`src/hdl/rdc_pkg.sv`:
```
package rdc_pkg;

	localparam int unsigned VAL_W   = 31;
	localparam int unsigned DIGIT_W = 4;
	localparam int unsigned QUO_W   = 28;
	localparam int unsigned CNT_W   = 5;
	localparam int unsigned BUF_N   = 31;
	localparam int unsigned CFG_W   = 2;

	localparam logic [CFG_W-1:0] BASE_BIN = 2'd0;
	localparam logic [CFG_W-1:0] BASE_OCT = 2'd1;
	localparam logic [CFG_W-1:0] BASE_DEC = 2'd2;

	localparam logic REG_SOURCE_BASE = 1'b0;
	localparam logic REG_TARGET_BASE = 1'b1;

	localparam logic [31:0] RECIP_10 = 32'hCCCCCCCD;

	typedef struct packed {
		logic             error;
		logic [VAL_W-1:0] value;
	} job_t;

	typedef struct packed {
		logic push;
		logic full;
	} push_ctl_t;

	typedef struct packed {
		logic pop;
		logic empty;
	} pop_ctl_t;

	typedef enum logic [1:0] {
		F_IDLE,
		F_MUL,
		F_DIG,
		F_PUSH
	} front_state_t;

	typedef enum logic [1:0] {
		B_IDLE,
		B_MUL,
		B_DIG,
		B_EMIT
	} back_state_t;

	function automatic logic [QUO_W-1:0] div10(input logic [VAL_W-1:0] x);
		logic [62:0] p;
		p = {32'b0, x} * {31'b0, RECIP_10};
		return p[62:35];
	endfunction

	function automatic logic [DIGIT_W-1:0] rem10(input logic [VAL_W-1:0] x,
		input logic [QUO_W-1:0] q);
		logic [DIGIT_W-1:0] q10;
		q10 = {q[0], 3'b000} + {q[2:0], 1'b0};
		return x[DIGIT_W-1:0] - q10;
	endfunction

endpackage

```
`src/hdl/rdc_front.sv`:
```
module rdc_front (
	input  logic                        clk,
	input  logic                        arst_n,
	input  logic                        start,
	output logic                        busy,
	input  logic [rdc_pkg::VAL_W-1:0]   number_value,
	input  logic [rdc_pkg::CFG_W-1:0]   source_base,
	output rdc_pkg::push_ctl_t          push_ctl_push,
	input  logic                        queue_full,
	output rdc_pkg::job_t               job
);
	import rdc_pkg::*;

	front_state_t       state_q, state_d;
	logic [VAL_W-1:0]   rest_q;
	logic [QUO_W-1:0]   prod_q;
	logic [VAL_W-1:0]   acc_q;
	logic [CNT_W-1:0]   shift_q;
	logic               err_q;
	logic [DIGIT_W-1:0] d;
	logic               bad;
	logic               is_dec;
	logic               accept;
	logic               push;

	assign is_dec = source_base[1];
	assign d      = rem10(rest_q, prod_q);
	assign bad    = (source_base == BASE_BIN && d >= 4'd2) ||
		(source_base == BASE_OCT && d >= 4'd8);

	always_comb begin
		state_d = state_q;
		unique case (state_q)
			F_IDLE: begin
				if (start)
					state_d = (is_dec || number_value == '0) ? F_PUSH : F_MUL;
			end
			F_MUL: state_d = F_DIG;
			F_DIG: begin
				if (bad || prod_q == '0)
					state_d = F_PUSH;
				else
					state_d = F_MUL;
			end
			F_PUSH: begin
				if (!queue_full)
					state_d = F_IDLE;
			end
			default: state_d = F_IDLE;
		endcase
	end

	always_comb begin
		busy   = (state_q != F_IDLE);
		accept = (state_q == F_IDLE) && start;
		push   = (state_q == F_PUSH) && !queue_full;
	end

	assign push_ctl_push.push = push;
	assign push_ctl_push.full = queue_full;
	assign job.error = err_q;
	assign job.value = acc_q;

	always_ff @(posedge clk or negedge arst_n) begin
		if (!arst_n)
			state_q <= F_IDLE;
		else
			state_q <= state_d;
	end

	always_ff @(posedge clk) begin
		if (accept) begin
			rest_q  <= number_value;
			acc_q   <= is_dec ? number_value : '0;
			err_q   <= 1'b0;
			shift_q <= '0;
		end else if (state_q == F_MUL) begin
			prod_q <= div10(rest_q);
		end else if (state_q == F_DIG) begin
			if (bad) begin
				err_q <= 1'b1;
			end else begin
				acc_q   <= acc_q | ({{(VAL_W-DIGIT_W){1'b0}}, d} << shift_q);
				shift_q <= shift_q + ((source_base == BASE_BIN) ? 5'd1 : 5'd3);
				rest_q  <= {{(VAL_W-QUO_W){1'b0}}, prod_q};
			end
		end
	end

endmodule

```
`src/hdl/rdc_queue.sv`:
```
module rdc_queue (
	input  logic               clk,
	input  logic               arst_n,
	input  rdc_pkg::push_ctl_t push_ctl,
	input  rdc_pkg::job_t      wr_job,
	output logic               full,
	input  logic               pop,
	output rdc_pkg::pop_ctl_t  pop_ctl,
	output rdc_pkg::job_t      rd_job
);
	import rdc_pkg::*;

	job_t       mem_q [2];
	logic       wr_ptr_q;
	logic       rd_ptr_q;
	logic [1:0] count_q;
	logic       do_push;
	logic       do_pop;

	assign full          = (count_q == 2'd2);
	assign pop_ctl.empty = (count_q == 2'd0);
	assign pop_ctl.pop   = pop;
	assign do_push       = push_ctl.push && !full;
	assign do_pop        = pop && !pop_ctl.empty;
	assign rd_job        = mem_q[rd_ptr_q];

	always_ff @(posedge clk or negedge arst_n) begin
		if (!arst_n) begin
			wr_ptr_q <= 1'b0;
			rd_ptr_q <= 1'b0;
			count_q  <= 2'd0;
		end else begin
			if (do_push)
				wr_ptr_q <= ~wr_ptr_q;
			if (do_pop)
				rd_ptr_q <= ~rd_ptr_q;
			unique case ({do_push, do_pop})
				2'b10:   count_q <= count_q + 2'd1;
				2'b01:   count_q <= count_q - 2'd1;
				default: count_q <= count_q;
			endcase
		end
	end

	always_ff @(posedge clk) begin
		if (do_push)
			mem_q[wr_ptr_q] <= wr_job;
	end

endmodule

```
`src/hdl/rdc_back.sv`:
```
module rdc_back (
	input  logic                          clk,
	input  logic                          arst_n,
	input  logic [rdc_pkg::CFG_W-1:0]     target_base,
	input  rdc_pkg::pop_ctl_t             pop_ctl,
	input  rdc_pkg::job_t                 job,
	output logic                          pop,
	output logic                          strobe,
	output logic [rdc_pkg::DIGIT_W-1:0]   digit,
	output logic                          last,
	output logic                          error
);
	import rdc_pkg::*;

	back_state_t        state_q, state_d;
	logic [VAL_W-1:0]   val_q;
	logic [QUO_W-1:0]   prod_q;
	logic [CNT_W-1:0]   cnt_q;
	logic [DIGIT_W-1:0] buf_q [BUF_N];
	logic [DIGIT_W-1:0] d;
	logic [VAL_W-1:0]   nxt;
	logic               is_dec;
	logic               emit;
	logic               take;
	logic               strobe_q;
	logic [DIGIT_W-1:0] digit_q;
	logic               last_q;
	logic               error_q;

	assign is_dec = target_base[1];

	always_comb begin
		unique case (target_base)
			BASE_BIN: begin
				d   = {3'b000, val_q[0]};
				nxt = val_q >> 1;
			end
			BASE_OCT: begin
				d   = {1'b0, val_q[2:0]};
				nxt = val_q >> 3;
			end
			default: begin
				d   = rem10(val_q, prod_q);
				nxt = {{(VAL_W-QUO_W){1'b0}}, prod_q};
			end
		endcase
	end

	always_comb begin
		state_d = state_q;
		unique case (state_q)
			B_IDLE: begin
				if (!pop_ctl.empty && !job.error)
					state_d = is_dec ? B_MUL : B_DIG;
			end
			B_MUL: state_d = B_DIG;
			B_DIG: begin
				if (nxt == '0)
					state_d = B_EMIT;
				else
					state_d = is_dec ? B_MUL : B_DIG;
			end
			B_EMIT: begin
				if (cnt_q == 5'd1)
					state_d = B_IDLE;
			end
			default: state_d = B_IDLE;
		endcase
	end

	always_comb begin
		take = (state_q == B_IDLE) && !pop_ctl.empty;
		emit = (state_q == B_EMIT);
		pop  = take;
	end

	always_ff @(posedge clk or negedge arst_n) begin
		if (!arst_n) begin
			state_q  <= B_IDLE;
			strobe_q <= 1'b0;
		end else begin
			state_q  <= state_d;
			strobe_q <= (take && job.error) || emit;
		end
	end

	always_ff @(posedge clk) begin
		if (take) begin
			val_q <= job.value;
			cnt_q <= '0;
		end else if (state_q == B_MUL) begin
			prod_q <= div10(val_q);
		end else if (state_q == B_DIG) begin
			buf_q[cnt_q] <= d;
			cnt_q        <= cnt_q + 5'd1;
			val_q        <= nxt;
		end else if (emit) begin
			cnt_q <= cnt_q - 5'd1;
		end
		digit_q <= take ? '0 : buf_q[cnt_q - 5'd1];
		last_q  <= take ? 1'b1 : (cnt_q == 5'd1);
		error_q <= take;
	end

	assign strobe = strobe_q;
	assign digit  = digit_q;
	assign last   = last_q;
	assign error  = error_q;

endmodule

```
`src/hdl/radix_digit_converter.sv`:
```
// Radix digit converter.
// Input: number_value is taken at a clock edge with start high and busy low.
// Its decimal digits are read as digits in the source base (0 binary,
// 1 octal, 2 or 3 decimal) and the value is sent out as target-base digits.
// Output: one digit per strobe cycle, most significant first, last marking
// the final digit. An invalid source digit gives a single strobe with error
// and last high and digit zero. Zero gives a single 0 digit.
// Configuration: cfg_we writes cfg_data to register cfg_index (0 source
// base, 1 target base) at once; write only while no item is in flight.
// Flow: the front end runs a reciprocal multiply, then a digit check, for
// each input digit of a binary or octal source and skips both for decimal
// ones, then pushes the value into a two-entry queue. The back end takes
// the value, makes each binary or octal digit directly or each decimal
// digit after a multiply, then emits the digits. The slower end sets the
// rate, and busy holds while the queue is full.
// Reset clears the control state; source base resets to decimal, target to
// binary. Results cannot be stalled by the receiver.
module radix_digit_converter (
	input  logic                          clk,
	input  logic                          arst_n,
	input  logic                          start,
	output logic                          busy,
	input  logic [rdc_pkg::VAL_W-1:0]     number_value,
	input  logic                          cfg_we,
	input  logic                          cfg_index,
	input  logic [rdc_pkg::CFG_W-1:0]     cfg_data,
	output logic                          strobe,
	output logic [rdc_pkg::DIGIT_W-1:0]   digit,
	output logic                          last,
	output logic                          error
);
	import rdc_pkg::*;

	logic [CFG_W-1:0] source_base_q;
	logic [CFG_W-1:0] target_base_q;
	push_ctl_t        push_ctl;
	pop_ctl_t         pop_ctl;
	job_t             wr_job;
	job_t             rd_job;
	logic             queue_full;
	logic             pop;

	always_ff @(posedge clk or negedge arst_n) begin
		if (!arst_n) begin
			source_base_q <= BASE_DEC;
			target_base_q <= BASE_BIN;
		end else if (cfg_we) begin
			unique case (cfg_index)
				REG_SOURCE_BASE: source_base_q <= cfg_data;
				REG_TARGET_BASE: target_base_q <= cfg_data;
				default:         source_base_q <= source_base_q;
			endcase
		end
	end

	rdc_front u_front (
		.clk           (clk),
		.arst_n        (arst_n),
		.start         (start),
		.busy          (busy),
		.number_value  (number_value),
		.source_base   (source_base_q),
		.push_ctl_push (push_ctl),
		.queue_full    (queue_full),
		.job           (wr_job)
	);

	rdc_queue u_queue (
		.clk      (clk),
		.arst_n   (arst_n),
		.push_ctl (push_ctl),
		.wr_job   (wr_job),
		.full     (queue_full),
		.pop      (pop),
		.pop_ctl  (pop_ctl),
		.rd_job   (rd_job)
	);

	rdc_back u_back (
		.clk         (clk),
		.arst_n      (arst_n),
		.target_base (target_base_q),
		.pop_ctl     (pop_ctl),
		.job         (rd_job),
		.pop         (pop),
		.strobe      (strobe),
		.digit       (digit),
		.last        (last),
		.error       (error)
	);

endmodule

```
`config.mk`:
```
export PLATFORM = sky130hd
export DESIGN_NAME = radix_digit_converter
export DESIGN_NICKNAME = d
export VERILOG_FILES = /design/src/hdl/rdc_pkg.sv /design/src/hdl/rdc_front.sv /design/src/hdl/rdc_queue.sv /design/src/hdl/rdc_back.sv /design/src/hdl/radix_digit_converter.sv
export SDC_FILE = /design/constraint.sdc
export NUM_CORES = 2
export LEC_CHECK = 0
export ABC_AREA = 1
export BUFFER_PORTS_ARGS = -buffer_cell sky130_fd_sc_hd__buf_2
export CAP_MARGIN = 10
export CORE_MARGIN = 3
export CORE_UTILIZATION = 45
export CTS_CLUSTER_SIZE = 12
export DETAILED_ROUTE_END_ITERATION = 6
export PLACE_DENSITY = 0.59
export SETUP_SLACK_MARGIN = 0.05
export SYNTH_ARGS = -nofsm -noshare
export SYNTH_HDL_FRONTEND = slang
export SYNTH_HIERARCHICAL = 1
export SYNTH_SLANG_ARGS = --single-unit
```
`constraint.sdc`:
```
create_clock -name clk -period 8.9 [get_ports clk]
set_clock_uncertainty 0.15 [all_clocks]
set_input_delay 2.225 -clock clk [delete_from_list [all_inputs] [get_ports clk]]
set_output_delay 2.225 -clock clk [all_outputs]
set_load 0.03 [all_outputs]
```
# Word-level counts from Yosys, hierarchy flattened
# Memories as Yosys holds them, arrays and structs flattened. A register that Yosys moved wholly into a read port is not among the register bits.
# Index checks and enable logic that the tools add are counted.
[word_totals] regBits=175 input_bits=38 word_cells=136 out_inout_bits=8 memories=2 mem_bits_rw=188
[classes] n_lt_le_gt_ge=2 muxes=34 reduce_logical=40 n_addsub=9 shift=1 bitwise_logic=9 eq_ne=19 mul=2
[mem_list] memory="u_back.buf_q" words=31 word_bits=4 read_ports=1 rd_ports_with_merged_regs=1 write_ports=1 line="rdc_back.sv:19" text="logic [DIGIT_W-1:0] buf_q [BUF_N];"
[mem_list] memory="u_queue.mem_q" words=2 word_bits=32 read_ports=1 rd_ports_with_merged_regs=0 write_ports=1 line="rdc_queue.sv:13" text="job_t mem_q [2];"
[ops] cell="$mux 31" n=12
[ops] cell="$mul 31x32->63 const B" n=2
[ops] cell="$logic_not 31->1" n=2
[ops] cell="$pmux 30 s2" n=1
[ops] cell="$or 31x31->31" n=1
[ops] cell="$shl 4x5->31" n=1
[ops] cell="$logic_not 28->1" n=1
[ops] cell="$mux 2" n=9
[ops] cell="$pmux 2 s4" n=2
[ops] cell="$reduce_and 2->1" n=8
[ops] cell="$eq 2x2->1 const B" n=6
[ops] cell="$eq 2x1->1 const B" n=5
[ops] cell="$logic_not 2->1" n=5
[ops] cell="$mux 5" n=2
[ops] cell="$reduce_bool 2->1" n=5
[ops] cell="$logic_and 1x1->1" n=9
[ops] cell="$reduce_and 3->1" n=3
[ops] cell="$add 4x4->4" n=2
[ops] cell="$ne 2x2->1 const B" n=4
[ops] cell="$not 1->1" n=8
[ops] cell="$pmux 4 s2" n=1
[ops] cell="$sub 4x4->4" n=2
[ops] cell="$mux 1" n=6
[ops] cell="$ne 2x1->1 const B" n=3
[ops] cell="other kinds (11)" n=16

# Depth between registers and ports, before layout
[logic_depth] ltp_word=9 depth_mapped=31 depth_no_buf=31

# Hierarchy
# Netlist, hierarchy kept.
[modules_own_cells] mod="rdc_back" area_per_inst_um2=22435.3 instances=1 cells_each=2646 seq_area_each_um2=5790.6
[modules_own_cells] mod="rdc_front" area_per_inst_um2=18253.8 instances=1 cells_each=2209 seq_area_each_um2=2872.8
[modules_own_cells] mod="rdc_queue" area_per_inst_um2=2932.8 instances=1 cells_each=201 seq_area_each_um2=2021.9
[modules_own_cells] mod="radix_digit_converter" area_per_inst_um2=162.7 instances=1 cells_each=19 seq_area_each_um2=101.3

# Worst setup path before layout
# No wires, ideal clock.
[synth_timing] path_type="reg2reg" start="reg u_back.val_q[23]" end="reg u_back.prod_q[26], data pin" slack_ps=2449 t_required_ps=8498 period_less_slack_ps=6451 arrival_time_ps=6049 setup_ps=252 stages_incl_launch_ff=27 n_path_buf=0 path_cell_list="edfxtp_1 > inv_1 > ha_1 > inv_1 > ha_1 > xor2_1 > inv_1 > fa_1 > inv_1 > fa_1 > ha_1 > a21o_1 > fa_1 > fa_1 > inv_1 > fa_1 > inv_1 > ha_1 > nand2_1 > nor2_1 > inv_1 > nor2_1 > inv_1 > nor3_1 > nand2_1 > nand3_1 > nand2_1"
[synth_via] elab_chain_len=1
[synth_lines] item="start, declared" line="rdc_back.sv:16" text="logic [VAL_W-1:0] val_q;"
[synth_lines] item="start signal, assigned" line="rdc_back.sv:89" text="val_q <= job.value;"
[synth_lines] item="start signal, assigned" line="rdc_back.sv:96" text="val_q <= nxt;"
[synth_lines] item="$mul 31x32->63" line="rdc_pkg.sv:50" text="p = {32'b0, x} * {31'b0, RECIP_10};"
[synth_lines] item="end signal, assigned" line="rdc_back.sv:92" text="prod_q <= div10(val_q);"
[synth_lines] item="end, declared" line="rdc_back.sv:17" text="logic [QUO_W-1:0] prod_q;"
# No other way between the ends.
# A chain may end at the register's enable or synchronous reset.

# Worst setup path in the final report
[layout_timing] start="reg u_back.val_q[23]" end="reg u_back.prod_q[3], data pin"
# Same word-level chain as after synthesis.

==> flow_results.org <==
** Outcome
- Result of the run :: completed

** Worst setup path
- STA puts the critical path data arrival time at 7.88 ns.
- STA classifies the critical path startpoint as a register.
- At the worst endpoint, the required time is 9.17 ns.
- Peak fanout along the critical path :: 6
- Classification of the worst setup path :: register to register
- The worst setup path is captured at a register.
- Depth of the worst register-to-register path :: 24

** Finish
- Area added between synthesis and finish :: 7.26%
- The finished layout holds 6417 standard cells, fillers aside.
- Ratio of cells with drive above 1 in the final layout :: 6.14%
- Final-stage net count :: 6224

** Yosys
- Syn_area_per_cell :: 8.63 sq um
- Yosys printed 6 warnings.
- Area of the mapped netlist :: 43800 sq um
- The number of nets handed over by synthesis was 6187.
- After technology mapping, the gate count stands at 5073.

** CTS
- The H-tree generated during clock tree synthesis spans 2 levels.
- CTS tree :: built
- Setup Buffers After CTS :: 0
- The clock passes through at most 3 buffers.
- Count of cells resized by post-cts repair :: 0
- Cell at the root of the clock tree :: sky130_fd_sc_hd__clkbuf_16
- Counting every sink on the clock net gives 367.
- Cts bufs inserted :: 46
- Clock latency at the later pin of the worst-skew pair :: 0.63 ns
- Clock-pin slew was measured on the worst setup and hold paths at 0.06 ns.
- CTS hold repair buffers :: 0

** GRT
- Most congested layer reported by global routing :: met2
- Largest net degree at the start of global routing :: 72
- For this run, the total global-route usage over all layers was measured as 26.7%.
- Total congestion overflow after global routing :: 0
- The initial antenna violation count came to 4.
- Via count of the first global-routing pass :: 34100
- Met3 track demand over resource in global routing :: 4.01%
- Met1 Track Usage GR :: 35.4%
- The first global-routing pass estimated 206 mm of wire.
- Global routing usage on met2 :: 43.6%

** Detailed routing
- Detailed routing inserted a total of 33600 vias.
- Average wire per cell in the routed design :: 21.1 um
- In this run the remaining antenna-violating nets after routing total 0.
- In the routed design, unresolved DRC markers number 0.
- Average via count per standard cell :: 5.24
- The routed design has 136 mm of wire.
- The first detailed-routing pass ran for 7 iterations.
- In this run, the number of DRC markers left after iteration 0 of detailed routing was 2426.

** Min path
- Along the worst hold path, the cell count comes to 0.
- The worst hold path belongs to the class register to register.

** Timing
- Measured against its own limit, the worst slew margin works out to 34.3%.
- RSZ-0062 raised after global routing :: false
- The final count of pins violating max slew came to 0.
- Setup violations, final :: 0
- Timing would allow up to 131 MHz.
- Final number of hold-violating endpoints :: 0
- Tightest Pin Transition :: 0.984 ns
- For the finished layout, the period the worst path requires is 7.61 ns.
- In the finished design, the share of the clock period the worst path needs comes to 85.5%.
- Accumulated negative setup slack :: 0 ns

** Placed design
- Number of I/O port buffers :: 45
- Placed insts :: 6327
- Last weighted congestion value of the routability-driven placer :: 0.986
- Detailed placement HPWL :: 115 mm

** Floorplan
- The core region is 95700 sq um.
- The initial utilization of the core area, before any placement, comes to 45.7%.
- Die X :: 318 um
- Std cell rows :: 113
- The die covers 101000 sq um.
- Die Span Y :: 318 um
- 46 I/O pins were placed.

** Job
- Max-cap violations in this run came to 0.
==> metal layers <==
| metal | vias to the layer above | wire, um |
|---|---|---|
| li1 | 16100 | - |
| met1 | 16200 | 57700 |
| met2 | 1030 | 63100 |
| met3 | 257 | 8110 |
| met4 | 0 | 6640 |
| met5 | - | 0 |
==> layout by cell type (no fill, tap or decap), types with 33 or more instances in the layout <==
cell                        instances
sky130_fd_sc_hd__fa_1             459
sky130_fd_sc_hd__nand2_1          985
sky130_fd_sc_hd__o21ai_0          240
sky130_fd_sc_hd__ha_1             617
sky130_fd_sc_hd__nand3_1          190
sky130_fd_sc_hd__nor2_1           437
sky130_fd_sc_hd__nand4_1           44
sky130_fd_sc_hd__xor2_1            39
sky130_fd_sc_hd__clkbuf_16         46
sky130_fd_sc_hd__edfxtp_1         337
sky130_fd_sc_hd__inv_1           1077
sky130_fd_sc_hd__nand2_2           44
sky130_fd_sc_hd__buf_2             45
sky130_fd_sc_hd__a21oi_1          179
sky130_fd_sc_hd__inv_2             33
==> layout make-up <==
class                   count  area, sq um
fillers                  9250        48800
inverters                1114         4200
repair buffers             68          398
clock buffers              60         1240
clock inverters            26          345
well taps                1265         1580
diodes                      4         10.0
flip-flops and latches    367        10800
multi-input cells        3513        28400
==> worst max-delay path, stage by stage (launching register included) <==
cell	delay, ns
sky130_fd_sc_hd__edfxtp_1	0.52
sky130_fd_sc_hd__inv_1	0.11
sky130_fd_sc_hd__ha_1	0.33
sky130_fd_sc_hd__inv_1	0.07
sky130_fd_sc_hd__ha_1	0.32
sky130_fd_sc_hd__a21oi_1	0.52
sky130_fd_sc_hd__fa_1	0.64
sky130_fd_sc_hd__fa_1	0.61
sky130_fd_sc_hd__fa_1	0.59
sky130_fd_sc_hd__inv_1	0.09
sky130_fd_sc_hd__fa_1	0.51
sky130_fd_sc_hd__fa_1	0.55
sky130_fd_sc_hd__inv_1	0.06
sky130_fd_sc_hd__fa_1	0.53
sky130_fd_sc_hd__inv_1	0.04
sky130_fd_sc_hd__ha_1	0.41
sky130_fd_sc_hd__nand2_1	0.15
sky130_fd_sc_hd__nor2_1	0.14
sky130_fd_sc_hd__inv_1	0.08
sky130_fd_sc_hd__nor2_1	0.28
sky130_fd_sc_hd__nand2_1	0.17
sky130_fd_sc_hd__nand2_1	0.12
sky130_fd_sc_hd__inv_1	0.05
sky130_fd_sc_hd__nand2_1	0.07
sky130_fd_sc_hd__xor2_1	0.28
==> per-stage QoR <==
stage	hold slack [ns]	instance area (sq um)	setup slack (ns)	util [%]
2_1_floorplan	0.280	43800	2.45	-
3_3_place_gp	0.305	45300	1.32	47.4
3_5_place_dp	0.312	45300	1.36	47.4
4_1_cts	0.314	46900	1.35	49.0
5_1_grt	0.322	46900	0.972	49.0
6_report	0.318	46900	1.29	49.0
==> flip-flops by register name (all words and copies together), names as in the netlist, 5 cells and up <==
signal / count
u_front/acc_q: 31
u_queue/mem_q: 64
u_front/rest_q: 31
u_front/shift_q: 5
u_back/prod_q: 28
u_back/val_q: 31
u_back/buf_q: 124
u_back/cnt_q: 5
u_front/prod_q: 28
==> path summary, 6_finish.rpt <==
check	startpoint	to	slack (ns)
setup / recovery	u_back/val_q[23]$_DFFE_PP_	u_back/prod_q[3]$_DFFE_PP_	1.29
hold / removal	u_front/acc_q[28]$_DFFE_PP_	u_queue/mem_q[1][28]$_DFFE_PP_	0.32
setup reg to reg	u_back/val_q[23]$_DFFE_PP_	u_back/prod_q[3]$_DFFE_PP_	1.29
hold reg to reg	u_front/acc_q[28]$_DFFE_PP_	u_queue/mem_q[1][28]$_DFFE_PP_	0.32
max in group asynchronous	arst_n	source_base_q[1]$_DFFE_PN1P_	6.95
min in group asynchronous	arst_n	u_back/strobe$_DFF_PN0_	1.35
Power is not shown: default switching activity piles up to over one toggle a cycle in this logic, so the estimate is an artifact.
